--- config.mk ---
export PLATFORM = sky130hd
export DESIGN_NAME = lookup3_byte_key_hash
export DESIGN_NICKNAME = d
export VERILOG_FILES = /design/src/rtl/lkh_pkg.sv /design/src/rtl/lookup3_byte_key_hash.sv /design/src/rtl/lkh_front.sv /design/src/rtl/lkh_cmd_fifo.sv /design/src/rtl/lkh_back.sv
export SDC_FILE = /design/constraint.sdc
export NUM_CORES = 2
export LEC_CHECK = 0
export BUFFER_PORTS_ARGS = -buffer_cell sky130_fd_sc_hd__buf_2
export CAP_MARGIN = 30
export CORE_MARGIN = 2
export CORE_UTILIZATION = 64
export DETAILED_ROUTE_END_ITERATION = 7
export GPL_TIMING_DRIVEN = 0
export PLACE_DENSITY = 0.84
export SYNTH_ARGS = -nofsm -noshare
export SYNTH_HDL_FRONTEND = slang
export SYNTH_SLANG_ARGS = --single-unit
--- constraint.sdc ---
create_clock -name clk -period 9.2 [get_ports clk]
set_input_delay 0.46 -clock clk [delete_from_list [all_inputs] [get_ports clk]]
set_output_delay 0.46 -clock clk [all_outputs]
set_load 0.005 [all_outputs]
--- src/rtl/lkh_pkg.sv ---
`timescale 1ns / 1ps
// shared types, constants and mix step functions for the lookup3 byte key hash
package lkh_pkg;

    localparam logic [31:0] HASH_INIT     = 32'hdeadbeef;
    localparam logic [31:0] MAX_KEY_BYTES = 32'd65535;
    localparam logic [3:0]  BLOCK_BYTES   = 4'd12;
    localparam logic [2:0]  MIX_LAST      = 3'd5;
    localparam logic [2:0]  FIN_LAST      = 3'd6;

    typedef struct packed {
        logic [31:0] a;
        logic [31:0] b;
        logic [31:0] c;
    } lkh_words_t;

    // one unit of work for the back end
    typedef struct packed {
        logic        init;
        logic [31:0] init_value;
        logic [31:0] k_a;
        logic [31:0] k_b;
        logic [31:0] k_c;
        logic        mix;
        logic [7:0]  tail_byte;
        logic        fin;
        logic        emit;
    } lkh_cmd_t;

    typedef enum logic [1:0] {
        ST_IDLE,
        ST_MIX,
        ST_FIN,
        ST_EMIT
    } lkh_state_t;

    function automatic logic [31:0] rotl32(logic [31:0] x, logic [4:0] k);
        return (x << k) | (x >> (6'd32 - {1'b0, k}));
    endfunction

    // one step of the six-step block mix
    function automatic lkh_words_t mix_step(logic [2:0] step, lkh_words_t w);
        lkh_words_t r;
        r = w;
        unique case (step)
            3'd0:
            begin
                r.a = (w.a - w.c) ^ rotl32(w.c, 5'd4);
                r.c = w.c + w.b;
            end
            3'd1:
            begin
                r.b = (w.b - w.a) ^ rotl32(w.a, 5'd6);
                r.a = w.a + w.c;
            end
            3'd2:
            begin
                r.c = (w.c - w.b) ^ rotl32(w.b, 5'd8);
                r.b = w.b + w.a;
            end
            3'd3:
            begin
                r.a = (w.a - w.c) ^ rotl32(w.c, 5'd16);
                r.c = w.c + w.b;
            end
            3'd4:
            begin
                r.b = (w.b - w.a) ^ rotl32(w.a, 5'd19);
                r.a = w.a + w.c;
            end
            3'd5:
            begin
                r.c = (w.c - w.b) ^ rotl32(w.b, 5'd4);
                r.b = w.b + w.a;
            end
            default:
            begin
                r = w;
            end
        endcase
        return r;
    endfunction

    // one step of the seven-step final mix
    function automatic lkh_words_t fin_step(logic [2:0] step, lkh_words_t w);
        lkh_words_t r;
        r = w;
        unique case (step)
            3'd0: r.c = (w.c ^ w.b) - rotl32(w.b, 5'd14);
            3'd1: r.a = (w.a ^ w.c) - rotl32(w.c, 5'd11);
            3'd2: r.b = (w.b ^ w.a) - rotl32(w.a, 5'd25);
            3'd3: r.c = (w.c ^ w.b) - rotl32(w.b, 5'd16);
            3'd4: r.a = (w.a ^ w.c) - rotl32(w.c, 5'd4);
            3'd5: r.b = (w.b ^ w.a) - rotl32(w.a, 5'd14);
            3'd6: r.c = (w.c ^ w.b) - rotl32(w.b, 5'd24);
            default: r = w;
        endcase
        return r;
    endfunction

endpackage

--- src/rtl/lookup3_byte_key_hash.sv ---
`timescale 1ns / 1ps
// top level of the lookup3 (hashlittle) byte-serial key hash
//
// Computes the 32-bit lookup3 little-endian hash of a key fed one byte per
// beat. The start beat loads a, b and c with 0xdeadbeef + key_length + seed;
// the end beat yields hash_value. The front end takes one key beat every
// cycle while the command queue has room and packs bytes into 12-byte
// blocks; it sends the back end one command per completed block that is
// followed by more bytes, and one per key end. The back end runs the block
// mix and the final mix one step per cycle on its a/b/c registers: a block
// command adds the block to a, b and c and then runs the six mix steps, a
// key end adds the block, runs the seven final steps and loads the output
// register, with the six mix steps first when a full block and one trailing
// byte close the key, and an empty key only adds and loads the output
// register. Bytes stream at one per cycle for keys of 9 to 12 bytes and of
// 16 bytes or more while each hash is taken; for keys of 13 to 15 and of
// under 9 bytes the back end lags and the QUEUE_DEPTH-entry queue fills.
// The result sits in an output register, so the back end keeps working
// while a hash waits to be taken, until it has its next hash to emit.

module lookup3_byte_key_hash #(
    parameter int QUEUE_DEPTH = 4
) (
    input  logic        clk,
    input  logic        rst_n,
    // key beats
    input  logic        key_valid,
    output logic        key_ready,
    input  logic [7:0]  data_byte,
    input  logic        byte_valid,
    input  logic        start_of_key,
    input  logic        end_of_key,
    input  logic [15:0] key_length,
    input  logic [31:0] seed,
    // hash beats
    output logic        hash_valid,
    input  logic        hash_ready,
    output logic [31:0] hash_value
);

    localparam int CMD_W = $bits(lkh_pkg::lkh_cmd_t);

    lkh_pkg::lkh_cmd_t  front_cmd;
    lkh_pkg::lkh_cmd_t  back_cmd;
    logic               front_valid;
    logic               front_ready;
    logic               back_valid;
    logic               back_ready;
    logic [CMD_W-1:0]   push_bits;
    logic [CMD_W-1:0]   pop_bits;

    // gather bytes and classify each beat into block / end commands
    lkh_front u_front (
        .clk          (clk),
        .rst_n        (rst_n),
        .key_valid    (key_valid),
        .key_ready    (key_ready),
        .data_byte    (data_byte),
        .byte_valid   (byte_valid),
        .start_of_key (start_of_key),
        .end_of_key   (end_of_key),
        .key_length   (key_length),
        .seed         (seed),
        .cmd_valid    (front_valid),
        .cmd_ready    (front_ready),
        .cmd          (front_cmd)
    );

    assign push_bits = front_cmd;
    assign back_cmd  = lkh_pkg::lkh_cmd_t'(pop_bits);

    // decouples byte gathering from the multi-cycle mixes
    lkh_cmd_fifo #(
        .WIDTH (CMD_W),
        .DEPTH (QUEUE_DEPTH)
    ) u_cmd_fifo (
        .clk        (clk),
        .rst_n      (rst_n),
        .push_valid (front_valid),
        .push_ready (front_ready),
        .push_data  (push_bits),
        .pop_valid  (back_valid),
        .pop_ready  (back_ready),
        .pop_data   (pop_bits)
    );

    // hash word state, mix sequencer and output register
    lkh_back u_back (
        .clk        (clk),
        .rst_n      (rst_n),
        .cmd_valid  (back_valid),
        .cmd_ready  (back_ready),
        .cmd        (back_cmd),
        .hash_valid (hash_valid),
        .hash_ready (hash_ready),
        .hash_value (hash_value)
    );

endmodule

--- src/rtl/lkh_front.sv ---
`timescale 1ns / 1ps
// front end: takes key beats, packs 12-byte blocks and issues back end commands
module lkh_front (
    input  logic               clk,
    input  logic               rst_n,
    input  logic               key_valid,
    output logic               key_ready,
    input  logic [7:0]         data_byte,
    input  logic               byte_valid,
    input  logic               start_of_key,
    input  logic               end_of_key,
    input  logic [15:0]        key_length,
    input  logic [31:0]        seed,
    output logic               cmd_valid,
    input  logic               cmd_ready,
    output lkh_pkg::lkh_cmd_t  cmd
);

    logic [3:0]        pos_reg, pos_next;
    logic [11:0][7:0]  blk_reg, blk_next;
    logic              init_pend_reg, init_pend_next;
    logic [31:0]       init_val_reg, init_val_next;

    logic              accept;
    logic [31:0]       len_ext;
    logic [31:0]       len_clamped;
    logic [31:0]       start_value;
    logic [3:0]        eff_pos;
    logic [11:0][7:0]  eff_blk;
    logic [11:0][7:0]  ins_blk;
    logic [3:0]        ins_pos;
    logic              eff_init;
    logic [31:0]       eff_value;
    logic              full;
    logic [11:0][7:0]  cmd_blk;

    assign key_ready = cmd_ready;
    assign accept    = key_valid && key_ready;

    assign len_ext     = {16'd0, key_length};
    assign len_clamped = (len_ext > lkh_pkg::MAX_KEY_BYTES) ? lkh_pkg::MAX_KEY_BYTES : len_ext;
    assign start_value = lkh_pkg::HASH_INIT + len_clamped + seed;

    always_comb
    begin
        // a start drops whatever was gathered
        eff_pos   = start_of_key ? 4'd0 : pos_reg;
        eff_blk   = start_of_key ? '0 : blk_reg;
        eff_init  = start_of_key || init_pend_reg;
        eff_value = start_of_key ? start_value : init_val_reg;
        full      = (eff_pos == lkh_pkg::BLOCK_BYTES);

        ins_pos          = full ? 4'd0 : eff_pos;
        ins_blk          = full ? '0 : eff_blk;
        ins_blk[ins_pos] = data_byte;

        cmd_blk        = (byte_valid && !full) ? ins_blk : eff_blk;
        cmd.init       = eff_init;
        cmd.init_value = eff_value;
        cmd.k_a        = cmd_blk[3:0];
        cmd.k_b        = cmd_blk[7:4];
        cmd.k_c        = cmd_blk[11:8];
        cmd.mix        = byte_valid && full;
        cmd.tail_byte  = (byte_valid && full && end_of_key) ? data_byte : 8'd0;
        cmd.fin        = end_of_key && (byte_valid || (eff_pos != 4'd0));
        cmd.emit       = end_of_key;
        cmd_valid      = key_valid && (end_of_key || (byte_valid && full));

        pos_next       = pos_reg;
        blk_next       = blk_reg;
        init_pend_next = init_pend_reg;
        init_val_next  = init_val_reg;
        if (accept)
        begin
            init_val_next = eff_value;
            priority if (end_of_key)
            begin
                pos_next       = 4'd0;
                blk_next       = '0;
                init_pend_next = 1'b0;
            end
            else if (byte_valid && full)
            begin
                pos_next       = 4'd1;
                blk_next       = ins_blk;
                init_pend_next = 1'b0;
            end
            else if (byte_valid)
            begin
                pos_next       = eff_pos + 4'd1;
                blk_next       = ins_blk;
                init_pend_next = eff_init;
            end
            else
            begin
                pos_next       = eff_pos;
                blk_next       = eff_blk;
                init_pend_next = eff_init;
            end
        end
    end

    always_ff @(posedge clk or negedge rst_n)
    begin
        if (!rst_n)
        begin
            pos_reg       <= 4'd0;
            blk_reg       <= '0;
            init_pend_reg <= 1'b0;
        end
        else
        begin
            pos_reg       <= pos_next;
            blk_reg       <= blk_next;
            init_pend_reg <= init_pend_next;
        end
    end

    always_ff @(posedge clk)
    begin
        init_val_reg <= init_val_next;
    end

endmodule

--- src/rtl/lkh_cmd_fifo.sv ---
`timescale 1ns / 1ps
// small flop-based command queue between front and back end
module lkh_cmd_fifo #(
    parameter int WIDTH = 8,
    parameter int DEPTH = 4
) (
    input  logic             clk,
    input  logic             rst_n,
    input  logic             push_valid,
    output logic             push_ready,
    input  logic [WIDTH-1:0] push_data,
    output logic             pop_valid,
    input  logic             pop_ready,
    output logic [WIDTH-1:0] pop_data
);

    localparam int PW = (DEPTH > 1) ? $clog2(DEPTH) : 1;
    localparam int CW = $clog2(DEPTH + 1);
    localparam logic [PW-1:0] LAST_PTR = PW'(DEPTH - 1);
    localparam logic [CW-1:0] FULL_CNT = CW'(DEPTH);

    logic [WIDTH-1:0] mem_reg [DEPTH];
    logic [PW-1:0]    wr_ptr_reg, wr_ptr_next;
    logic [PW-1:0]    rd_ptr_reg, rd_ptr_next;
    logic [CW-1:0]    count_reg, count_next;
    logic             do_push, do_pop;

    assign push_ready = (count_reg != FULL_CNT);
    assign pop_valid  = (count_reg != '0);
    assign pop_data   = mem_reg[rd_ptr_reg];
    assign do_push    = push_valid && push_ready;
    assign do_pop     = pop_valid && pop_ready;

    always_comb
    begin
        wr_ptr_next = wr_ptr_reg;
        rd_ptr_next = rd_ptr_reg;
        count_next  = count_reg;
        if (do_push)
        begin
            wr_ptr_next = (wr_ptr_reg == LAST_PTR) ? '0 : wr_ptr_reg + PW'(1);
        end
        if (do_pop)
        begin
            rd_ptr_next = (rd_ptr_reg == LAST_PTR) ? '0 : rd_ptr_reg + PW'(1);
        end
        if (do_push && !do_pop)
        begin
            count_next = count_reg + CW'(1);
        end
        else if (do_pop && !do_push)
        begin
            count_next = count_reg - CW'(1);
        end
    end

    always_ff @(posedge clk or negedge rst_n)
    begin
        if (!rst_n)
        begin
            wr_ptr_reg <= '0;
            rd_ptr_reg <= '0;
            count_reg  <= '0;
        end
        else
        begin
            wr_ptr_reg <= wr_ptr_next;
            rd_ptr_reg <= rd_ptr_next;
            count_reg  <= count_next;
        end
    end

    always_ff @(posedge clk)
    begin
        if (do_push)
        begin
            mem_reg[wr_ptr_reg] <= push_data;
        end
    end

endmodule

--- src/rtl/lkh_back.sv ---
`timescale 1ns / 1ps
// back end: holds the hash words, runs block and final mixes one step a cycle
module lkh_back (
    input  logic               clk,
    input  logic               rst_n,
    input  logic               cmd_valid,
    output logic               cmd_ready,
    input  lkh_pkg::lkh_cmd_t  cmd,
    output logic               hash_valid,
    input  logic               hash_ready,
    output logic [31:0]        hash_value
);

    lkh_pkg::lkh_state_t state_reg, state_next;
    lkh_pkg::lkh_words_t words_reg, words_next;
    lkh_pkg::lkh_words_t base;
    lkh_pkg::lkh_words_t stepped;
    logic [2:0]          step_reg, step_next;
    logic                fin_reg, fin_next;
    logic                emit_reg, emit_next;
    logic [7:0]          tail_reg, tail_next;
    logic                out_valid_reg, out_valid_next;
    logic [31:0]         hash_reg, hash_next;
    logic                out_free;

    assign hash_valid = out_valid_reg;
    assign hash_value = hash_reg;
    assign out_free   = !out_valid_reg || hash_ready;

    always_comb
    begin
        state_next     = state_reg;
        words_next     = words_reg;
        step_next      = step_reg;
        fin_next       = fin_reg;
        emit_next      = emit_reg;
        tail_next      = tail_reg;
        out_valid_next = out_valid_reg && !hash_ready;
        hash_next      = hash_reg;
        cmd_ready      = 1'b0;
        base           = cmd.init ? {cmd.init_value, cmd.init_value, cmd.init_value}
                                  : words_reg;
        stepped        = words_reg;

        unique case (state_reg)
            lkh_pkg::ST_IDLE:
            begin
                cmd_ready = 1'b1;
                if (cmd_valid)
                begin
                    // load the start words on an init command, and add in the block
                    words_next.a = base.a + cmd.k_a;
                    words_next.b = base.b + cmd.k_b;
                    words_next.c = base.c + cmd.k_c;
                    step_next    = 3'd0;
                    fin_next     = cmd.fin;
                    emit_next    = cmd.emit;
                    tail_next    = cmd.tail_byte;
                    priority if (cmd.mix)
                        state_next = lkh_pkg::ST_MIX;
                    else if (cmd.fin)
                        state_next = lkh_pkg::ST_FIN;
                    else if (cmd.emit)
                        state_next = lkh_pkg::ST_EMIT;
                    else
                        state_next = lkh_pkg::ST_IDLE;
                end
            end
            lkh_pkg::ST_MIX:
            begin
                stepped    = lkh_pkg::mix_step(step_reg, words_reg);
                words_next = stepped;
                if (step_reg == lkh_pkg::MIX_LAST)
                begin
                    // last mix step leaves a alone, so the trailing byte goes in here
                    words_next.a = stepped.a + {24'd0, tail_reg};
                    step_next    = 3'd0;
                    priority if (fin_reg)
                        state_next = lkh_pkg::ST_FIN;
                    else if (emit_reg)
                        state_next = lkh_pkg::ST_EMIT;
                    else
                        state_next = lkh_pkg::ST_IDLE;
                end
                else
                begin
                    step_next = step_reg + 3'd1;
                end
            end
            lkh_pkg::ST_FIN:
            begin
                stepped    = lkh_pkg::fin_step(step_reg, words_reg);
                words_next = stepped;
                if (step_reg == lkh_pkg::FIN_LAST)
                begin
                    step_next  = 3'd0;
                    state_next = lkh_pkg::ST_EMIT;
                end
                else
                begin
                    step_next = step_reg + 3'd1;
                end
            end
            lkh_pkg::ST_EMIT:
            begin
                if (out_free)
                begin
                    out_valid_next = 1'b1;
                    hash_next      = words_reg.c;
                    state_next     = lkh_pkg::ST_IDLE;
                end
            end
            default:
            begin
                state_next = lkh_pkg::ST_IDLE;
            end
        endcase
    end

    always_ff @(posedge clk or negedge rst_n)
    begin
        if (!rst_n)
        begin
            state_reg     <= lkh_pkg::ST_IDLE;
            words_reg     <= '0;
            step_reg      <= 3'd0;
            fin_reg       <= 1'b0;
            emit_reg      <= 1'b0;
            out_valid_reg <= 1'b0;
        end
        else
        begin
            state_reg     <= state_next;
            words_reg     <= words_next;
            step_reg      <= step_next;
            fin_reg       <= fin_next;
            emit_reg      <= emit_next;
            out_valid_reg <= out_valid_next;
        end
    end

    always_ff @(posedge clk)
    begin
        tail_reg <= tail_next;
        hash_reg <= hash_next;
    end

endmodule

==> results.ini, run 1 <==
[clocking]
cts_resized=0
clock_sinks=844
cts_htree_levels=3
clockRootBuffer=clkbuf_16
cts_made_buffers=83
cts_setup_buffers=0
max-clock-path-buffers=3

[synthesis]
ys_seq_area_frac=0.407
synth_fp_nets=6537
ys_ff_latch=844
ys_warn_count=0
postSynth.asyncResetShare=0.251
yosys.area_share.simple=0.126
synth_mux_area_frac=0.0669
synthAdderAreaFrac=0.0975
synth-main-ff-cell=edfxtp_1
yosys.area_share.xor_xnor=0.0566
syn_area_um2=59700
synth_compound_area_frac=0.205
synth-edff-count=632
netlist-cell-type-count=121
syn_avg_cell_area_um2=9.92
synth_top_family_by_area=compound AO/OA/AOI/OAI gates
syn_inst=6018

[run_status]
haltStage=global routing (5_1_grt)
status=did not finish
error=[ERROR GRT-0232] Routing congestion too high. Check the congestion heatmap in the GUI.

[placed_design]
place_congestion=1.23
place_hpwl_mm=207
portBuffers=89

[floorplanning]
fp-row-count=112
start_util=0.642
die_w_um=309
io_pins=97
fp.dieH_um=309

[global_route]
gr-usage-all-layers=0.693
overflow=5
grt_max_degree=108

==> synthesized netlist by cell type, drive strengths merged (23+ instances only) <==
master  number  area (µm²)
ha         441        5520
nor3       100         505
o22ai       77         502
o31ai       51         393
o21bai      58         435
mux4       139        3130
a21oi      574        2900
a22oi       23         178
mux2i       51         510
a221oi      42         374
a21o       151        1140
o211ai      38         285
dfrtp      212        5310
edfxtp     632       19000
and3        50         314
a22o       100         876
a31oi       56         380
o21a        53         405
nand2b      46         288
inv        338        1270
nand3      169         851
buf         87         395
xor2        90         788
nand4       30         188
or3         44         280
o221ai      24         210
and2        59         369
a211oi      59         448
xnor2      296        2590
o21ai      354        1780
nor2       432        1620
nand2      506        1900
mux2        31         349
or2         29         181
nor2b       57         359
clkbuf     213         805
==> per-stage QoR <==
step                 util  setup slack, ns  cell area, µm²  cells
global placement    0.664            0.350           61700   7361
floorplan               -             3.33           59700   6018
detailed placement  0.671            0.948           62300   7393
CTS                 0.701            0.881           65200   7548
==> cell families after synthesis <==
kind of cell / count (synthesis)
mux: 221
compound gates: 1865
fa+ha+maj: 456
xor+xnor: 386
simple gates: 1600
buf+inv: 646
flops: 844
==> what timing repair did <==
| item | 4_1_cts |
|---|---|
| endpoints found under the setup margin | 0 |
| hold endpoints to repair | 106 |
| hold buffers | 1 |
==> per-layer routing <==
metal | GRT overflow | track usage
met1 | 0 | 0.710
met2 | 0 | 0.858
met3 | 1 | 0.519
met4 | 4 | 0.693
met5 | 0 | 0.180
==> run 2, diff against run 1 <==
Settings changed: CORE_UTILIZATION 64 to 40, PLACE_DENSITY 0.84 to unset, PLACE_DENSITY_LB_ADDON set to 0.15.
==> run 2 against run 1 <==
  * Synthesized cell count unchanged
  * The flow now finishes without violations
  * Area after synthesis unchanged
==> results.ini, run 2 <==
[synthesis]
syn_inst=6018  ; unchanged
synth_fp_nets=6537  ; unchanged
netlist-cell-type-count=121  ; unchanged
synth-main-ff-cell=edfxtp_1  ; unchanged
synth_commonest_cells=edfxtp_1 (632), a21oi_1 (571), nand2_1 (505), ha_1 (441), nor2_1 (431)  ; unchanged
ys_seq_area_frac=0.407  ; unchanged
synth-edff-count=632  ; unchanged
yosysMostFrequentCell=edfxtp_1  ; unchanged
synth.area.top_cells=edfxtp_1 (32%), ha_1 (9.2%), dfrtp_1 (8.9%), mux4_2 (5.2%), a21oi_1 (4.8%)  ; unchanged
netlist.area_leader.share=0.318  ; unchanged
postSynth.asyncResetShare=0.251  ; unchanged
syn_avg_cell_area_um2=9.92  ; unchanged
syn_area_um2=59700  ; unchanged
ys_warn_count=0  ; unchanged
ys_ff_latch=844  ; unchanged
yosys.area.top_type=edfxtp_1  ; unchanged

[setup_path]
slowest_delay_ns=0.91
r2r_setup_slack_ns=0.24
cp_top_family=compound AO/OA/AOI/OAI gates
critical-path-slowest-cell=a221oi_1
path_common_cell=clkbuf_1
start_kind=flip-flop
r2r_cells=23
cp.required_ns=9.74
critPathCaptureType=flip-flop
criticalPathCategory=reg -> reg
path_cells=clkbuf_1 -> nand2b_1 -> or2_2 -> clkbuf_1 -> buf_8 -> clkbuf_1 -> clkdlybuf4s15_2 -> clkbuf_1 -> nor2_1 -> a21oi_1 -> ha_1 -> nor2b_1 -> o21ai_0 -> a21boi_0 -> o311ai_1 -> o21ai_0 -> a31o_2 -> a211oi_1 -> o21bai_1 -> a21oi_1 -> xnor2_1 -> a221oi_1 -> a211oi_1
r2r-end=u_back.words_reg[59]$_DFFE_PN0P_
crit_fanout=19
timing.rr.start=u_back.step_reg[1]$_DFFE_PN0P_
crit_buf_inv=6
crit_arrival_ns=9.50

[global_route]
gr-usage-all-layers=0.377
antenna_found_initial=23
grt_pass1_wl_mm=401
use_met1=0.499
met3_usage=0.0812
grt_max_degree=96
overflow=0
grt.met2_usage=0.560
busiest_layer=met2
grt_pass1_vias=49900

[final_layout]
area.growth.synth_to_final_pct=12.9
largest_reg_flops=560
multi_input_area_um2=32900
fillers=14100
regArea_um2=24300
layout_commonest_cell=edfxtp_1
final_cell_area_um2=67400
fin_nets=6808
most-common-layout-cells=edfxtp_1 (632), a21oi_1 (571), nand2_1 (505)
layout-drive-gt1-share=0.0980

[route]
drt-total-wl_mm=293
ant_nets=0
drc=0
routedWlPerCell_um=35.3
drt_pass1_iterations=8
viasPerCell=6.43
drt_iter0_drc=6628
via_count=53500

[sta]
rsz0062_at_grt=no
min_period_ns=8.96
setup_ws_ns=0.237
period_share=0.974
timing.hold.ws_ns=0.109
final.setup.tns_ns=0
fmax_ghz=0.112
skew_ns=0.124
slew_headroom=0.196
tightest_slew_ns=1.21
hold_viol=0
drv_slew=0
finalSetupViolations=0

[clocking]
clk_pin_slew_worst_paths_ns=0.06
cts_setup_buffers=0  ; unchanged
max-clock-path-buffers=3  ; unchanged
clockRootBuffer=clkbuf_16  ; unchanged
cts_tree=yes
cts_made_buffers=95  ; was 83
clock_latency_ns=0.77
cts_htree_levels=3  ; unchanged
clock_sinks=844  ; unchanged

[placed_design]
place_congestion=1.09  ; was 1.23
dp_slack_ns=-0.407  ; was 0.948 ns
place_hpwl_mm=232  ; was 207 mm
portBuffers=89  ; unchanged
placed_cell_area_um2=63900  ; was 62300 µm²

[worst_hold_path]
hold_end=u_front.pos_reg[0]$_DFFE_PN0P_
min_path_type=in -> reg
whs_path_depth=2
worstHoldStart=end_of_key

[run_status]
status=finished, final reports clean  ; was did not finish

[run]
maxCapViolations=0

[floorplanning]
io_pins=97  ; unchanged
fp.dieH_um=390  ; was 309 µm
die-area_um2=152000
core_area_um2=148000
start_util=0.403  ; was 0.642
die_w_um=390  ; was 309 µm
fp-row-count=141  ; was 112

run 2: cell counts after synthesis:
No cell type changed its count.
run 2: cell families after synthesis:
| family | synth area share |
|---|---|
| xor+xnor | 0.0566 |
| buf+inv | 0.0419 |
| mux | 0.0669 |
| compound gates | 0.205 |
| simple gates | 0.126 |
| flops | 0.407 |
| fa+ha+maj | 0.0975 |
run 2: how the worst max path moves through the flow:
| stage | startpoint | cells after the start | end | slack (ns) |
|---|---|---|---|---|
| floorplan | u_back.step_reg[1]$_DFFE_PN0P_ | 27 | u_back.words_reg[92]$_DFFE_PN0P_ | 3.33 |
| global placement | start_of_key | 10 | u_cmd_fifo.mem_reg[3][6]$_DFFE_PP_ | -0.81 |
| detailed placement | u_back.step_reg[1]$_DFFE_PN0P_ | 24 | u_back.words_reg[59]$_DFFE_PN0P_ | -0.41 |
| CTS | u_back.step_reg[1]$_DFFE_PN0P_ | 24 | u_back.words_reg[59]$_DFFE_PN0P_ | 0.09 |
| global route | u_back.step_reg[1]$_DFFE_PN0P_ | 26 | u_back.words_reg[92]$_DFFE_PN0P_ | 0.03 |
| finish | u_back.step_reg[1]$_DFFE_PN0P_ | 23 | u_back.words_reg[59]$_DFFE_PN0P_ | 0.24 |
run 2: what timing repair did:
item,in CTS,in global routing
gates cloned,0,0
endpoints found under the setup margin,2,4
endpoints found under the hold margin,53,0
gates resized for setup,3,1
hold buffers,1,0
run 2: cell type report:
| class | count | area share |
|---|---|---|
| clock buffer | 120 | 0.0380 |
| tap | 1930 | 0.0358 |
| timing repair buffer | 175 | 0.0269 |
| multi-input combinational | 4528 | 0.488 |
| antenna | 15 | 0.000557 |
| sequential | 844 | 0.360 |
| buffer | 299 | 0.0179 |
| clock inverter | 58 | 0.0129 |
| inverter | 346 | 0.0193 |
run 2: per-stage QoR:
stage,util,cells
after CTS,0.455,8297
final,0.455,8315
after detailed placement,0.432,8118
after floorplan,-,6018
after global placement,0.423,8037
after global routing,0.455,8300
run 2: routing by layer:
| layer | wire length [µm] | vias to the layer above | part of all wire |
|---|---|---|---|
| met5 | 44 | - | 0.00015 |
| met4 | 22900 | 6 | 0.078 |
| met3 | 25900 | 759 | 0.088 |
| met2 | 124000 | 2999 | 0.42 |
| met1 | 120000 | 26700 | 0.41 |
| li1 | - | 23000 | - |
Power of run 2 is not shown: default switching activity piles up to over one toggle a cycle in this logic, so the estimate is an artifact.
